### config.mk
export PLATFORM = sky130hd
export DESIGN_NAME = fmb_mac
export DESIGN_NICKNAME = d
export VERILOG_FILES = /design/src/rtl/core/fmb_pkg.sv /design/src/rtl/core/fmb_mac.sv
export SDC_FILE = /design/constraint.sdc
export NUM_CORES = 1
export LEC_CHECK = 0
export BUFFER_PORTS_ARGS = -buffer_cell sky130_fd_sc_hd__buf_4
export CORE_MARGIN = 3
export CORE_UTILIZATION = 40
export CTS_CLUSTER_SIZE = 40
export DETAILED_ROUTE_END_ITERATION = 6
export GPL_TIMING_DRIVEN = 0
export PLACE_DENSITY = 0.58
export SKIP_LAST_GASP = 1
export SLEW_MARGIN = 25
export SYNTH_ARGS = -nofsm -noshare
export SYNTH_HDL_FRONTEND = slang
export SYNTH_SLANG_ARGS = --single-unit
### constraint.sdc
create_clock -name clk -period 7.1 [get_ports clk]
set_clock_uncertainty 0.05 [all_clocks]
set_input_delay 1.42 -clock clk [delete_from_list [all_inputs] [get_ports clk]]
set_output_delay 1.42 -clock clk [all_outputs]
set_load 0.05 [all_outputs]
### src/rtl/core/fmb_pkg.sv
// ----------------------------------------------------------------------------
// fmb_pkg: shared types and constants of the FSMN memory block
// Sizes of the history and coefficient stores, item structs and MAC tags.
// ----------------------------------------------------------------------------
package fmb_pkg;

	localparam int MAX_LEN     = 512;
	localparam int MAX_ROWS    = 64;
	localparam int MAX_TAPS    = 32;
	localparam int SAMPLE_BITS = 16;
	localparam int COEF_BITS   = 16;

	localparam int COL_W   = $clog2(MAX_LEN);
	localparam int LEN_W   = 10;
	localparam int PHYS_W  = $clog2(MAX_ROWS);
	localparam int ROWS_W  = 7;
	localparam int TAP_W   = 6;
	localparam int ROW_W   = 13;
	localparam int HADDR_W = PHYS_W + COL_W;
	localparam int CADDR_W = 14;
	localparam int HIST_DEPTH = MAX_ROWS * MAX_LEN;
	localparam int COEF_DEPTH = MAX_TAPS * MAX_LEN;
	localparam int ACC_W   = 40;
	localparam int FC_W    = 17;
	localparam logic [FC_W-1:0] COUNT_MAX = '1;

	localparam int CFG_IDX_W  = 3;
	localparam int CFG_DATA_W = 16;

	// Register indexes
	localparam logic [CFG_IDX_W-1:0] REG_FRAME_LENGTH  = 3'd0;
	localparam logic [CFG_IDX_W-1:0] REG_HISTORY_ROWS  = 3'd1;
	localparam logic [CFG_IDX_W-1:0] REG_PAST_ORDER    = 3'd2;
	localparam logic [CFG_IDX_W-1:0] REG_FUTURE_ORDER  = 3'd3;
	localparam logic [CFG_IDX_W-1:0] REG_PAST_STRIDE   = 3'd4;
	localparam logic [CFG_IDX_W-1:0] REG_FUTURE_STRIDE = 3'd5;
	localparam logic [CFG_IDX_W-1:0] REG_WARMUP_FRAMES = 3'd6;

	// Commands
	localparam logic [1:0] CMD_LOAD_PAST = 2'd0;
	localparam logic [1:0] CMD_LOAD_FUT  = 2'd1;
	localparam logic [1:0] CMD_PUSH      = 2'd2;

	typedef struct packed {
		logic [1:0]                    cmd;
		logic signed [SAMPLE_BITS-1:0] sample;
		logic [CADDR_W-1:0]            coef_addr;
	} in_item_t;

	typedef struct packed {
		logic signed [SAMPLE_BITS-1:0] result;
		logic                          frame_end;
		logic                          saturated;
	} out_item_t;

	// One product term issued to the MAC
	typedef struct packed {
		logic valid;
		logic plain;
		logic future;
		logic zero;
	} mac_tag_t;

endpackage

### src/rtl/core/fmb_mac.sv
// ----------------------------------------------------------------------------
// fmb_mac: shared multiply-accumulate unit
// Multiplies one coefficient by one history sample per cycle, sums the
// terms and rounds the total to Q7.8 with saturation.
// ----------------------------------------------------------------------------
module fmb_mac (
	input  logic                                     clk,
	input  logic                                     arst_n,
	input  logic                                     clear,
	input  fmb_pkg::mac_tag_t                        tag,
	input  logic signed [fmb_pkg::COEF_BITS-1:0]     past_coef,
	input  logic signed [fmb_pkg::COEF_BITS-1:0]     fut_coef,
	input  logic signed [fmb_pkg::SAMPLE_BITS-1:0]   hist_sample,
	output logic signed [fmb_pkg::SAMPLE_BITS-1:0]   result,
	output logic                                     saturated
);
	import fmb_pkg::*;

	localparam int PROD_W = COEF_BITS + SAMPLE_BITS;
	localparam int RND_W  = ACC_W - 14;

	mac_tag_t                  tag_s1;
	logic                      valid_s2;
	logic signed [PROD_W-1:0]  prod_s2;
	logic signed [PROD_W-1:0]  prod_c;
	logic signed [COEF_BITS-1:0] coef_c;
	logic signed [ACC_W-1:0]   acc_q;
	logic signed [ACC_W-1:0]   rnd_c;
	logic signed [RND_W-1:0]   quo_c;

	// Align the tag with the registered memory data
	always_ff @(posedge clk or negedge arst_n) begin
		if (!arst_n) begin
			tag_s1 <= '0;
		end else begin
			tag_s1 <= tag;
		end
	end

	// Select the product: plain row is scaled by 2^14, masked taps add zero
	always_comb begin
		coef_c = tag_s1.future ? fut_coef : past_coef;
		if (tag_s1.zero) begin
			prod_c = '0;
		end else if (tag_s1.plain) begin
			prod_c = PROD_W'(hist_sample) <<< 14;
		end else begin
			prod_c = coef_c * hist_sample;
		end
	end

	always_ff @(posedge clk or negedge arst_n) begin
		if (!arst_n) begin
			valid_s2 <= 1'b0;
		end else begin
			valid_s2 <= tag_s1.valid;
		end
	end

	always_ff @(posedge clk) begin
		prod_s2 <= prod_c;
	end

	// Accumulate
	always_ff @(posedge clk or negedge arst_n) begin
		if (!arst_n) begin
			acc_q <= '0;
		end else if (clear) begin
			acc_q <= '0;
		end else if (valid_s2) begin
			acc_q <= acc_q + ACC_W'(prod_s2);
		end
	end

	// Round half up to Q7.8 and clip
	always_comb begin
		rnd_c = acc_q + ACC_W'(1 <<< 13);
		quo_c = RND_W'(rnd_c >>> 14);
		saturated = 1'b0;
		result = quo_c[SAMPLE_BITS-1:0];
		if (quo_c > RND_W'(32767)) begin
			result = 16'sh7FFF;
			saturated = 1'b1;
		end else if (quo_c < -RND_W'(32768)) begin
			result = 16'sh8000;
			saturated = 1'b1;
		end
	end

endmodule

* After elaboration in Yosys (flattened, before gate mapping) *
Index checks and enable logic that the tools add are counted.

word-level totals
  memory bits (writable) = 0
  bits in read-only memories = 0
  memories = 0
  flip-flop bits (word level) = 77
  latch bits = 0
  logic and storage cells = 23
  output and inout bits = 17

operators by class
  bitwise gates (word level) = 0
  divide/modulo/power cells = 0
  multiplexer cells = 8
  equal/unequal tests = 0
  multiply operators = 1
  add/sub/neg operators = 2
  reduce and logical (&&, ||, !) cells = 2
  $lt $le $gt $ge = 2
  shift-type cells = 0

operators by type and width
  cell                    count
  $mux 40                 2
  $mux 16                 3
  $add 40x15->40 const B  1
  $add 40x32->40          1
  $mul 16x16->32          1
  $mux 32                 1
  $gt 26x16->1 const B    1
  $lt 26x16->1 const B    1
  $mux 1                  2
  $reduce_bool 2->1       1
  $reduce_or 2->1         1

* Depth between registers and ports, before layout *
  word-level depth = 4
  mapped depth = 27
  mapped depth without buffers = 24

* Least setup slack after synthesis *
No wires, ideal clock.

  path type = input-to-reg
  start point = in fut_coef[15] (netlist name)
  end point = reg prod_s2[28]
  stages = 21
  path buffers = 1
  slack = -0.561 ns
  arrival time = 7.529 ns
  setup time = 0.082 ns
  required time = 6.968 ns
  path through = mux2_2 > clkbuf_1 > nand2_1 > fa_1 > inv_1 > fa_1 > fa_1 > fa_1 > fa_1 > inv_1 > fa_1 > inv_1 > ha_1 > nand3_1 > or2_2 > nor4_1 > o21ai_1 > a41oi_1 > o21ai_0 > or4_1 > o2111ai_1

on the way
  cells in the longest elaborated chain, start to end = 3

ends and longest elaborated chain
  element                 RTL line       RTL
  start: declaration      fmb_mac.sv:12  input logic signed [fmb_pkg::COEF_BITS-1:0] fut_coef,
  $mux 16                 fmb_mac.sv:42  coef_c = tag_s1.future ? fut_coef : past_coef;
  $mul 16x16->32          fmb_mac.sv:48  prod_c = coef_c * hist_sample;
  $mux 32                 fmb_mac.sv:45  end else if (tag_s1.plain) begin
  end signal: assignment  fmb_mac.sv:61  prod_s2 <= prod_c;
  end: declaration        fmb_mac.sv:24  logic signed [PROD_W-1:0] prod_s2;

Every way passes these cells.
A chain may end at the register's enable or synchronous reset.

* Worst setup path in the final report *
  start point = in past_coef[15] (netlist name)
  end point = reg prod_s2[28]

on the way
  cells in the longest elaborated chain, start to end = 3

ends and longest elaborated chain
  element             RTL line       RTL
  start: declaration  fmb_mac.sv:11  input logic signed [fmb_pkg::COEF_BITS-1:0] past_coef,
  $mux 16             fmb_mac.sv:42
  $mul 16x16->32      fmb_mac.sv:48
  $mux 32             fmb_mac.sv:45

Every way passes these cells.

==> out/summary.txt <==
status: complete, but fails checks
failing checks: negative setup slack
Worst setup SP type: input pin
Async S/R FF share, synth: 0.584
CTS Buf Count: 9
Iter 0 DRT Violations: 691
Clock Latency Late Sink: 0.34 ns
largest net degree at the start of global routing: 46
die area: 0.0417 mm²
DP Area: 0.0170 mm²
Root Driver: clkbuf_16
Worst-path clk slew: 0.06 ns
Synth area leaders: fa_1 34%, ha_1 9.7%, inv_1 8.2%
Rows: 71
Vias/cell: 5.12
Die Y: 204 µm
critical path endpoint category: flip-flop
crit path DAT: 7.36 ns
worst min-delay path class: reg -> reg
Inserted Diodes: 0
Clock Path Buffers: 2
design area: 0.0187 mm²
EDFF count, synth: 0
synthesized flop and latch total: 77
P&R area growth vs syn: 18.9%
synth warn: 0
Multi-input gate area: 0.0130 mm²
Final ANT Viol Nets: 0
count leader, synth: inv_1
# fillers: 3632
initial antenna violation count: 1
worst-margin pin slew: 0.769 ns
core area: 0.0382 mm²
Setup WS post-layout: -0.0501 ns
Final setup viols: 2
sequential fraction of the synthesis area: 0.112
Final Hold Viols: 0
biggest area consumer among synthesized cells: fa_1
First-pass DRT Iterations: 5
max-cap violations: 0
Post-DP HPWL: 34.5 mm
CTS Sinks: 77
Vias: 12.6k
GRT Resource Usage Total: 0.211
Total Wirelength: 42.9 mm
FF/Latch Area: 0.00177 mm²
WP data required: 7.31 ns
CTS tree: built
DRC: 0
TNS Setup: -0.0711 ns
Syn Inst Count: 1791
grt ovf: 0
Post-Syn Area per Cell: 8.77 µm²
critical path class: in -> reg
final worst-path cycle share: 1.01
fin nets: 2382
Relative slew margins: 0.488
final worst hold slack: 0.303 ns
Crit Path Max Fanout: 7
IO buf count: 69
vias in the first global route: 13.1k
Post-Syn Area: 0.0157 mm²
Finished Layout Cells: 2458
htree depth: 3
f_max: 140 MHz
Synthesized Nets: 2231
fin. max-slew vios: 0
hold buffer count at cts: 0
Netlist cell types: 76
first-pass GRT wire length: 70.1 mm
commonest cells in the netlist: 343 x inv_1, 263 x fa_1, 175 x nand2_1
share of the synthesized area in the top cell type: 0.335
Avg WL per Cell: 17.5 µm
ys flop type: dfrtp_1
Die W: 204 µm
min Tclk post-route: 7.15 ns
Initial Util: 0.411
RSZ-0062 raised after global routing: true
RePlAce Congestion: 0.922
Placed Instances: 2371
I/O pin count: 72
share of layout cells above drive strength 1: 0.182
flip-flops by register name (all words and copies together), names as in the netlist:
| signal | count |
|---|---|
| acc_q | 40 |
| prod_s2 | 32 |
| tag_s1 | 4 |
| valid_s2 | 1 |
routing by layer:
metal,vias to the layer above,wire [µm],global-route usage
li1,5977,-,-
met1,6187,19100,0.287
met2,367,20500,0.361
met3,63,2290,0.0253
met4,0,1010,0.0541
met5,-,0,0
cells by family (layout without fill, tap and decap cells):
kind of cell,count (synthesis),in the layout,share of synthesized area
xor gates and xnor gates,75,75,0.0418
adders and majority gates,385,385,0.432
DFF,77,77,0.112
AOI/OAI and AO/OA,269,269,0.114
buffers and inverters,408,564,0.0996
and+or+nand+nor,532,532,0.170
muxes,45,45,0.0299
path summary, 6_finish.rpt:
| path | slack (ns) | startpoint | cells past startpoint | end |
|---|---|---|---|---|
| max | -0.05 | past_coef[15] | 23 | prod_s2[28] |
| min | 0.30 | tag_s1[3] | 0 | valid_s2 |
| max reg2reg | 0.20 | tag_s1[1] | 25 | prod_s2[30] |
| min reg2reg | 0.30 | tag_s1[3] | 0 | valid_s2 |
| max in group asynchronous | 5.51 | arst_n | 1 | tag_s1[1] |
| min in group asynchronous | 1.05 | arst_n | 1 | acc_q[6] |
cells in the final DEF (no fill, tap or decap), types with 8 or more instances in the layout:
master | Yosys | routed
a211oi_1 | 13 | 13
a21oi_1 | 69 | 61
inv_1 | 343 | 317
and2_1 | 116 | 107
a21o_1 | 37 | 37
o21ai_0 | 45 | 38
clkbuf_1 | 54 | 22
mux2_4 | 0 | 13
dfrtp_1 | 45 | 44
or3_1 | 10 | 10
fa_1 | 263 | 251
and2_4 | 1 | 10
nor2b_1 | 19 | 18
mux2i_1 | 29 | 28
nand3_1 | 25 | 23
o21bai_1 | 10 | 9
a31oi_1 | 14 | 13
nand4_1 | 10 | 10
nand2_1 | 175 | 165
clkbuf_2 | 0 | 9
ha_1 | 122 | 104
buf_6 | 2 | 14
inv_2 | 0 | 23
ha_4 | 0 | 16
and3_1 | 10 | 9
nor3_1 | 16 | 14
xor2_1 | 36 | 36
o21ai_2 | 10 | 15
xnor2_1 | 39 | 39
o22ai_1 | 9 | 9
nor2_1 | 98 | 96
o211ai_1 | 8 | 8
nand2b_1 | 15 | 15
clkbuf_16 | 0 | 19
dfxtp_1 | 32 | 32
fa_2 | 0 | 12
o21a_1 | 10 | 10
buf_4 | 0 | 129
layout make-up:
type	count	share of cell area
buffer	64	0.0301
clock buffer	12	0.0132
sequential	77	0.0946
clock inverter	4	0.00255
tap	511	0.0342
inverter	343	0.0695
multi-input combinational	1306	0.694
timing repair buffer	141	0.0616
repair_timing:
| action | CTS | global route |
|---|---|---|
| pin swaps | 64 | 69 |
| resized for setup | 130 | 91 |
| endpoints found under the setup margin | 19 | 13 |
| cloned | 0 | 3 |
| buffers inserted | 39 | 30 |
worst max-delay path: stages:
cell	delay, ns
buf_6	0.09
mux2_4	0.32
clkbuf_16	0.19
buf_4	0.15
nand2_2	0.10
fa_2	0.48
inv_2	0.09
fa_2	0.52
fa_1	0.53
fa_1	0.52
fa_1	0.54
inv_1	0.05
fa_1	0.52
inv_1	0.06
ha_4	0.29
nand3_2	0.08
or2_4	0.26
nor4_4	0.14
o21ai_2	0.14
a41oi_2	0.26
o21ai_2	0.08
or4_1	0.40
o2111ai_1	0.10
metrics by stage:
stage	utilization	setup slack (ns)
6_report	0.489	-0.0501
5_1_grt	0.489	-0.259
4_1_cts	0.475	-0.00827
3_5_place_dp	0.446	-1.21
3_3_place_gp	0.446	-1.19
2_1_floorplan	-	0.00641
Power is not shown: default switching activity piles up to over one toggle a cycle in this logic, so the estimate is an artifact.
